[config.mk]
export PLATFORM = sky130hd
export DESIGN_NAME = line_pixel_rasterizer
export DESIGN_NICKNAME = d
export VERILOG_FILES = /design/src/rtl/core/lpr_pkg.sv /design/src/rtl/core/lpr_ctrl.sv /design/src/rtl/core/lpr_dpath.sv /design/src/rtl/core/line_pixel_rasterizer.sv
export VERILOG_INCLUDE_DIRS = /design/src /design/src/rtl/core
export SDC_FILE = /design/constraint.sdc
export NUM_CORES = 1
export LEC_CHECK = 0
export BUFFER_PORTS_ARGS = -buffer_cell sky130_fd_sc_hd__buf_2
export CAP_MARGIN = 10
export CORE_MARGIN = 1.5
export CORE_UTILIZATION = 59
export CTS_CLUSTER_DIAMETER = 150
export DETAILED_ROUTE_END_ITERATION = 16
export GPL_ROUTABILITY_DRIVEN = 0
export PLACE_DENSITY = 0.87
export SLEW_MARGIN = 20
export SYNTH_ARGS = -nofsm -noshare
export SYNTH_HDL_FRONTEND = slang
export SYNTH_HIERARCHICAL = 1
export SYNTH_SLANG_ARGS = --single-unit
[constraint.sdc]
create_clock -name i_clk -period 7.65 [get_ports i_clk]
set_clock_uncertainty 0.15 [all_clocks]
set_input_delay 1.53 -clock i_clk [delete_from_list [all_inputs] [get_ports i_clk]]
set_output_delay 1.53 -clock i_clk [all_outputs]
set_load 0.01 [all_outputs]
[src/rtl/core/line_pixel_rasterizer_assert.svh]
// Assertion macros used by the line rasterizer top level.
`ifndef LINE_PIXEL_RASTERIZER_ASSERT_SVH
`define LINE_PIXEL_RASTERIZER_ASSERT_SVH

// Same-cycle implication, disabled during reset.
`define LPR_ASSERT_IMPL(label, clk, rst_n, ante, cons, msg) \
    label: assert property (@(posedge clk) disable iff (!(rst_n)) (ante) |-> (cons)) \
        else $error(msg);

// Next-cycle implication, disabled during reset.
`define LPR_ASSERT_NEXT(label, clk, rst_n, ante, cons, msg) \
    label: assert property (@(posedge clk) disable iff (!(rst_n)) (ante) |=> (cons)) \
        else $error(msg);

`endif

[src/rtl/core/lpr_pkg.sv]
// Package for the line rasterizer: widths, FSM states, control structs.
`default_nettype none
package lpr_pkg;

    localparam int COORD_W = 6;
    localparam int COLOR_W = 24;
    localparam int ERR_W   = 9;

    localparam logic [COORD_W-1:0] COORD_MAX = 6'd63;

    // config register indexes
    localparam logic REG_LINE_ENABLED = 1'b0;
    localparam logic REG_LINE_COLOR   = 1'b1;

    typedef enum logic [1:0] {
        ST_IDLE,
        ST_SETUP,
        ST_EMIT
    } t_state;

    // Commands from controller to datapath.
    typedef struct packed {
        logic load;   // capture the command beat
        logic setup;  // derive walk parameters
        logic step;   // advance to the next pixel
    } t_dp_cmd;

    // Status from datapath to controller.
    typedef struct packed {
        logic last;   // current pixel is the final one
    } t_dp_stat;

    function automatic logic [COORD_W-1:0] clamp_coord(input logic [COORD_W-1:0] c);
        return (c > COORD_MAX) ? COORD_MAX : c;
    endfunction

endpackage
`default_nettype wire

[src/rtl/core/lpr_ctrl.sv]
// Controller FSM for the line rasterizer: accept, setup, pixel emission.
`default_nettype none
module lpr_ctrl (
    input  wire logic              i_clk,
    input  wire logic              i_rst_n,
    input  wire logic              i_in_valid,
    input  wire logic              i_enabled,
    input  wire logic              i_out_ready,
    input  wire lpr_pkg::t_dp_stat i_stat,
    output lpr_pkg::t_dp_cmd       o_cmd,
    output logic                   o_in_ready,
    output logic                   o_out_valid
);
    import lpr_pkg::*;

    t_state r_state;
    t_state n_state;

    always_ff @(posedge i_clk) begin
        if (!i_rst_n) begin
            r_state <= ST_IDLE;
        end else begin
            r_state <= n_state;
        end
    end

    always_comb begin
        n_state = r_state;
        case (r_state)
            ST_IDLE: begin
                // line disabled: beat is consumed, nothing drawn
                if (i_in_valid && i_enabled) begin
                    n_state = ST_SETUP;
                end
            end
            ST_SETUP: begin
                n_state = ST_EMIT;
            end
            ST_EMIT: begin
                if (i_out_ready && i_stat.last) begin
                    n_state = ST_IDLE;
                end
            end
            default: begin
                n_state = ST_IDLE;
            end
        endcase
    end

    always_comb begin
        o_in_ready  = 1'b0;
        o_out_valid = 1'b0;
        o_cmd       = '0;
        case (r_state)
            ST_IDLE: begin
                o_in_ready = 1'b1;
                o_cmd.load = i_in_valid;
            end
            ST_SETUP: begin
                o_cmd.setup = 1'b1;
            end
            ST_EMIT: begin
                o_out_valid = 1'b1;
                o_cmd.step  = i_out_ready;
            end
            default: begin
                o_in_ready = 1'b0;
            end
        endcase
    end

endmodule
`default_nettype wire

[src/rtl/core/lpr_dpath.sv]
// Datapath for the line rasterizer: command capture, setup, Bresenham step.
`default_nettype none
module lpr_dpath (
    input  wire logic                    i_clk,
    input  wire lpr_pkg::t_dp_cmd        i_cmd,
    input  wire logic [lpr_pkg::COORD_W-1:0] i_start_x,
    input  wire logic [lpr_pkg::COORD_W-1:0] i_start_y,
    input  wire logic [lpr_pkg::COORD_W-1:0] i_end_x,
    input  wire logic [lpr_pkg::COORD_W-1:0] i_end_y,
    output lpr_pkg::t_dp_stat            o_stat,
    output logic [lpr_pkg::COORD_W-1:0]  o_pixel_x,
    output logic [lpr_pkg::COORD_W-1:0]  o_pixel_y
);
    import lpr_pkg::*;

    // captured endpoints
    logic [COORD_W-1:0] r_sx, r_sy, r_ex, r_ey;

    // walk state
    logic                    r_ymaj;
    logic                    r_major_down;
    logic                    r_minor_down;
    logic [COORD_W-1:0]      r_major;
    logic [COORD_W-1:0]      r_minor;
    logic [COORD_W-1:0]      r_stop;
    logic signed [ERR_W-1:0] r_err;
    logic signed [ERR_W-1:0] r_inc;
    logic signed [ERR_W-1:0] r_dec;

    logic                    n_ymaj;
    logic                    n_major_down;
    logic                    n_minor_down;
    logic [COORD_W-1:0]      n_major;
    logic [COORD_W-1:0]      n_minor;
    logic [COORD_W-1:0]      n_stop;
    logic signed [ERR_W-1:0] n_err;
    logic signed [ERR_W-1:0] n_inc;
    logic signed [ERR_W-1:0] n_dec;

    logic [COORD_W-1:0]      dx, dy, dmaj, dmin;
    logic                    xmaj;
    logic signed [ERR_W-1:0] inc2, maj2, maj1;

    always_ff @(posedge i_clk) begin
        if (i_cmd.load) begin
            r_sx <= clamp_coord(i_start_x);
            r_sy <= clamp_coord(i_start_y);
            r_ex <= clamp_coord(i_end_x);
            r_ey <= clamp_coord(i_end_y);
        end
    end

    always_comb begin
        dx   = (r_ex > r_sx) ? (r_ex - r_sx) : (r_sx - r_ex);
        dy   = (r_ey > r_sy) ? (r_ey - r_sy) : (r_sy - r_ey);
        xmaj = (dx >= dy);
        dmaj = xmaj ? dx : dy;
        dmin = xmaj ? dy : dx;
        inc2 = $signed({2'b00, dmin, 1'b0});
        maj2 = $signed({2'b00, dmaj, 1'b0});
        maj1 = $signed({3'b000, dmaj});
    end

    always_comb begin
        n_ymaj       = r_ymaj;
        n_major_down = r_major_down;
        n_minor_down = r_minor_down;
        n_major      = r_major;
        n_minor      = r_minor;
        n_stop       = r_stop;
        n_err        = r_err;
        n_inc        = r_inc;
        n_dec        = r_dec;
        if (i_cmd.setup) begin
            if (r_sx == r_ex || r_sy == r_ey) begin
                // axis-aligned: walk start to end, minor never steps (err stays -1)
                n_ymaj       = (r_sx == r_ex);
                n_major      = n_ymaj ? r_sy : r_sx;
                n_minor      = n_ymaj ? r_sx : r_sy;
                n_stop       = n_ymaj ? r_ey : r_ex;
                n_major_down = n_ymaj ? (r_ey < r_sy) : (r_ex < r_sx);
                n_minor_down = 1'b0;
                n_err        = -9'sd1;
                n_inc        = '0;
                n_dec        = '0;
            end else begin
                // start at the end with the smaller major coordinate
                n_ymaj       = !xmaj;
                n_major_down = 1'b0;
                if (xmaj) begin
                    if (r_sx < r_ex) begin
                        n_major = r_sx; n_minor = r_sy; n_stop = r_ex;
                        n_minor_down = (r_ey < r_sy);
                    end else begin
                        n_major = r_ex; n_minor = r_ey; n_stop = r_sx;
                        n_minor_down = (r_sy < r_ey);
                    end
                end else begin
                    if (r_sy < r_ey) begin
                        n_major = r_sy; n_minor = r_sx; n_stop = r_ey;
                        n_minor_down = (r_ex < r_sx);
                    end else begin
                        n_major = r_ey; n_minor = r_ex; n_stop = r_sy;
                        n_minor_down = (r_sx < r_ex);
                    end
                end
                n_inc = inc2;
                n_dec = inc2 - maj2;
                n_err = inc2 - maj1;
            end
        end else if (i_cmd.step) begin
            n_major = r_major_down ? (r_major - 1'b1) : (r_major + 1'b1);
            if (r_err[ERR_W-1]) begin
                n_err = r_err + r_inc;
            end else begin
                n_err   = r_err + r_dec;
                n_minor = r_minor_down ? (r_minor - 1'b1) : (r_minor + 1'b1);
            end
        end
    end

    always_ff @(posedge i_clk) begin
        r_ymaj       <= n_ymaj;
        r_major_down <= n_major_down;
        r_minor_down <= n_minor_down;
        r_major      <= n_major;
        r_minor      <= n_minor;
        r_stop       <= n_stop;
        r_err        <= n_err;
        r_inc        <= n_inc;
        r_dec        <= n_dec;
    end

    assign o_stat.last = (r_major == r_stop);
    assign o_pixel_x   = r_ymaj ? r_minor : r_major;
    assign o_pixel_y   = r_ymaj ? r_major : r_minor;

endmodule
`default_nettype wire

[src/rtl/core/line_pixel_rasterizer.sv]
// Line rasterizer top level: config registers, controller, datapath, checks.
//
// Usage:
//   s_axis carries one line command per beat (start and end points in a
//   64 by 64 tile). m_axis returns one beat per pixel with the pixel
//   position and the line colour; tlast marks the final pixel.
//   The config port writes line_enabled (index 0) and line_color (index 1);
//   the user must write them only while the block is idle, which the block does not enforce.
// Timing:
//   A command is taken only while no line is in flight. A setup state
//   follows the command beat, then pixels come out one per cycle while
//   m_axis_tready is high. The rate is set by the single Bresenham
//   stepper, which produces one pixel per cycle while m_axis_tready is
//   high. With line_enabled low a command beat is consumed and produces
//   no pixels.
// Reset: synchronous, active low; clears the controller and both config
//   registers. Stalls: a low m_axis_tready holds the current pixel beat
//   and freezes the stepper.
`default_nettype none
module line_pixel_rasterizer (
    input  wire logic                         i_clk,
    input  wire logic                         i_rst_n,
    // config write port
    input  wire logic                         i_cfg_we,
    input  wire logic                         i_cfg_index,
    input  wire logic [lpr_pkg::COLOR_W-1:0]  i_cfg_data,
    // command stream
    input  wire logic                         s_axis_tvalid,
    output logic                              s_axis_tready,
    // tdata: start_x[5:0], start_y[11:6], end_x[17:12], end_y[23:18]
    input  wire logic [23:0]                  s_axis_tdata,
    // pixel stream
    output logic                              m_axis_tvalid,
    input  wire logic                         m_axis_tready,
    // tdata: pixel_x[5:0], pixel_y[11:6], pixel_color[35:12], zero[39:36]
    output logic [39:0]                       m_axis_tdata,
    // tlast: last_pixel
    output logic                              m_axis_tlast
);
    import lpr_pkg::*;

    logic               r_line_enabled;
    logic [COLOR_W-1:0] r_line_color;

    t_dp_cmd            cmd;
    t_dp_stat           stat;
    logic [COORD_W-1:0] pixel_x;
    logic [COORD_W-1:0] pixel_y;

    always_ff @(posedge i_clk) begin
        if (!i_rst_n) begin
            r_line_enabled <= 1'b0;
            r_line_color   <= '0;
        end else if (i_cfg_we) begin
            case (i_cfg_index)
                REG_LINE_ENABLED: r_line_enabled <= i_cfg_data[0];
                REG_LINE_COLOR:   r_line_color   <= i_cfg_data;
                default:          r_line_color   <= r_line_color;
            endcase
        end
    end

    lpr_ctrl u_ctrl (
        .i_clk       (i_clk),
        .i_rst_n     (i_rst_n),
        .i_in_valid  (s_axis_tvalid),
        .i_enabled   (r_line_enabled),
        .i_out_ready (m_axis_tready),
        .i_stat      (stat),
        .o_cmd       (cmd),
        .o_in_ready  (s_axis_tready),
        .o_out_valid (m_axis_tvalid)
    );

    lpr_dpath u_dpath (
        .i_clk     (i_clk),
        .i_cmd     (cmd),
        .i_start_x (s_axis_tdata[5:0]),
        .i_start_y (s_axis_tdata[11:6]),
        .i_end_x   (s_axis_tdata[17:12]),
        .i_end_y   (s_axis_tdata[23:18]),
        .o_stat    (stat),
        .o_pixel_x (pixel_x),
        .o_pixel_y (pixel_y)
    );

    assign m_axis_tdata = {4'b0000, r_line_color, pixel_y, pixel_x};
    assign m_axis_tlast = stat.last;

`include "line_pixel_rasterizer_assert.svh"

    `LPR_ASSERT_IMPL(a_one_side, i_clk, i_rst_n, m_axis_tvalid, !s_axis_tready, "cmd ready while pixels pending")
    `LPR_ASSERT_NEXT(a_disabled_drop, i_clk, i_rst_n, s_axis_tvalid && s_axis_tready && !r_line_enabled, s_axis_tready && !m_axis_tvalid, "disabled cmd produced output")
    `LPR_ASSERT_NEXT(a_setup_gap, i_clk, i_rst_n, s_axis_tvalid && s_axis_tready && r_line_enabled, !s_axis_tready && !m_axis_tvalid, "no setup cycle after cmd beat")
    `LPR_ASSERT_NEXT(a_last_idle, i_clk, i_rst_n, m_axis_tvalid && m_axis_tready && m_axis_tlast, s_axis_tready && !m_axis_tvalid, "not idle after last pixel beat")

endmodule
`default_nettype wire
==> metrics.cfg <==
[worst_hold_path]
hold_class=flip-flop to flip-flop
min_from=r_line_color[2]
holdPathStages=2
hold_path_end=r_line_color[2]

[setup_path]
crit_chain=inv_1, ha_1, inv_1, fa_1, a211oi_2, o31ai_4, nand2_2, mux2i_1, xor2_1, inv_2, ha_1, o2111ai_1, a31o_2, mux2_2, fa_1, a21oi_1, o211ai_1, and4_1, a2111oi_4, xnor2_1, a31oi_1
crit_path_max_fanout=26
critPathCaptureType=flip-flop
criticalPathCategory=flip-flop to flip-flop
worstReg2RegEnd=u_dpath/r_err[6]
slowest_delay_ns=0.57
cp_slowest_cell=a31o_2
r2r_slack_ns=1.11
r2r_cells=21
cp_data_required_time_ns=7.56
arrival_ns=6.45
r2r-start=u_dpath/r_ex[0]
crit_buf_inv=3
start_kind=flip-flop
cpLargestDelayFamily=compound AO/OA/AOI/OAI gates

[clock_network]
clock_sinks=93
numCtsBuffers=9
clock-root-buffer=clkbuf_16
path_clk_slew_ns=0.07
h-tree-depth=3
insertion_delay_ns=0.35
cts_tree=done
ctsResizeCount=0
clockBufferDepth=2
cts_hold_buf=0
cts_setup_buffers=0

[placed_design]
dp_hpwl_um=12300
place_inst=942
pre_cts_slack_ns=1.20
io_buffers=92

[grt]
grt_pass1_vias=5400
grt_max_degree=60
antenna_found_initial=0
grt-ovfl-total=0
grt_pass1_wl_um=26300
grt_usage_pct=26.4

[synth]
syn_inst=772
async_flop_share_pct=0
synth_area_leader_cell=edfxtp_1
synth_top_cell_area_share_pct=28.1
ys_top_cells_by_count=a21oi_1, edfxtp_1, nor2_1
synth_cell_types=73
synth_area_leaders=edfxtp_1, ha_1, dfxtp_1, a21oi_1, nor2_1
ys.flop_type=edfxtp_1
ys_ff_latch=93
yosys_warnings=6
yosysSeqAreaShare_pct=35.8
synth-edff-count=66
synth_area_mm2=0.00706
syn_avg_cell_area_um2=9.14

[sta]
final_hold_viol_count=0
tns_ns=0
setup_viol=0
rsz0062_at_grt=false
setup_ws_ns=1.11
worst_slew_pin_slew_ns=0.921
max_freq_ghz=0.153
period_minus_slack_ns=6.54
slew_violations=0
min_period_over_period_pct=85.5
max_slew_margin_pct=38.4

[flow_run]
maxCapViolCount=0

[detailed_routing]
routedWlPerCell_um=17.2
drtIter0Drc=553
drc=1
antenna_left=0
vias_per_cell=6.14
vias=5879
first_pass_iters=12
wirelength_um=16500

[floorplan]
core_area_mm2=0.0115
die-area_mm2=0.0126
die_width_um=112
pin_count=97
rows=39
fp.dieH_um=112
start_util_pct=61.3

[cells_and_area]
drive_above_1_share_pct=21.3
nets=921
nFillCells=922
antennaDiodeCount=0
instances_no_fill=958
area_delta_synth_final_pct=9.27

[power_and_ir_drop]
ir_drop_uv=221
static-leakage-power_nw=3.26
power_density_mw_per_mm2=282

[status]
status=finished, violations left
failed_checks=DRC

[final cells by class]
type                            count  area, um^2  share of cell area, %
Inverter                           56         210                   2.73
Clock inverter                      6        52.6                  0.682
Multi-Input combinational cell    553        4010                   52.0
Clock buffer                       10         239                   3.10
Timing Repair Buffer               97         498                   6.46
Tap cell                          143         179                   2.32
Sequential cell                    93        2520                   32.7
[how the worst max path moves through the flow]
stage	cells past startpoint	slack, ns	from	to
floorplan	24	1.28	u_dpath/r_ey[0]	u_dpath/r_err[6]
global placement	21	1.39	u_dpath/r_ey[0]	u_dpath/r_err[6]
detailed placement	21	1.20	u_dpath/r_ey[0]	u_dpath/r_err[6]
CTS	21	1.18	u_dpath/r_ey[0]	u_dpath/r_err[6]
global route	23	0.69	u_dpath/r_ey[0]	u_dpath/r_err[6]
finish	21	1.11	u_dpath/r_ex[0]	u_dpath/r_err[6]
[layer usage]
layer | GRT usage [%] | up-vias | routed length [um]
met4 | 9.87 | 0 | 422
met3 | 6.16 | 36 | 1450
met5 | 0 | - | 0
li1 | - | 2851 | -
met2 | 41.7 | 280 | 7490
met1 | 35.6 | 2712 | 7100
[power breakdown]
part	total (W)	switching, W	internal [W]	leakage (nW)
combinational	0.00113	0.000671	0.000462	2.28
clock	0.000430	0.000196	0.000234	0.145
sequential	0.000612	0.0000193	0.000592	0.832
total	0.00217	0.000886	0.00129	3.26
[cell usage in the layout (no fill, tap or decap), types with 4 or more instances in the layout]
master and instances:
edfxtp_1 66, a21o_1 16, and3_1 5, buf_2 92, a211o_1 4, nor2b_1 4
o22ai_1 5, o21ai_2 20, o221ai_1 8, nor3_1 11, clkbuf_16 9, o21a_1 9
nand4_1 27, xnor2_1 24, nand2_1 54, a21oi_1 66, inv_1 54, o21bai_1 9
o211ai_1 8, nand3_1 12, mux2_2 17, o21ai_0 22, mux2i_1 15, nor2_1 57
ha_1 49, dfxtp_1 27, conb_1 4, a221oi_1 11, fa_1 8, a31oi_1 15
and2_1 7, buf_4 5, xor2_1 10, a211oi_1 8
[sequential cells by signal, indices dropped and copies added, names as in the netlist]
signal                count
r_line_color             24
r_line_enabled            1
u_ctrl/r_state            2
u_dpath/r_dec             7
u_dpath/r_err             8
u_dpath/r_ex              6
u_dpath/r_ey              6
u_dpath/r_inc             6
u_dpath/r_major           6
u_dpath/r_major_down      1
u_dpath/r_minor           6
u_dpath/r_minor_down      1
u_dpath/r_stop            6
u_dpath/r_sx              6
u_dpath/r_sy              6
u_dpath/r_ymaj            1
[cell families (layout without fill, tap and decap cells)]
| family | after synthesis | in the layout | share of synthesized area, % |
|---|---|---|---|
| compound gates | 223 | 223 | 22.0 |
| fa+ha+maj | 58 | 58 | 11.1 |
| flops | 93 | 93 | 35.8 |
| buf+inv | 129 | 169 | 7.75 |
| xor+xnor | 35 | 35 | 4.61 |
| simple gates | 200 | 200 | 13.7 |
| other cells | 1 | 4 | 0.0531 |
| mux | 33 | 33 | 5.04 |
[stage by stage]
stage	hold slack (ns)	power, W	instance area, um^2	util, %
after floorplan	0.284	0.00149	7070	-
after global placement	0.290	0.00169	7420	64.4
after detailed placement	0.299	0.00172	7420	64.4
after CTS	0.309	0.00216	7710	66.9
after global routing	0.323	0.00231	7710	66.9
final	0.309	0.00217	7710	66.9
[worst register-to-register path, delay by kind of cell, from the launching register on]
| kind | cells | cell delay (ns) |
|---|---|---|
| AO/OA/AOI/OAI | 8 | 2.36 |
| adder cells (fa/ha/maj) | 4 | 1.35 |
| multiplexers | 2 | 0.67 |
| XOR/XNOR | 2 | 0.52 |
| flip-flops | 1 | 0.46 |
| AND/OR/NAND/NOR | 2 | 0.42 |
| buffers and inverters | 3 | 0.36 |
Power figures use the tool's default switching activity.
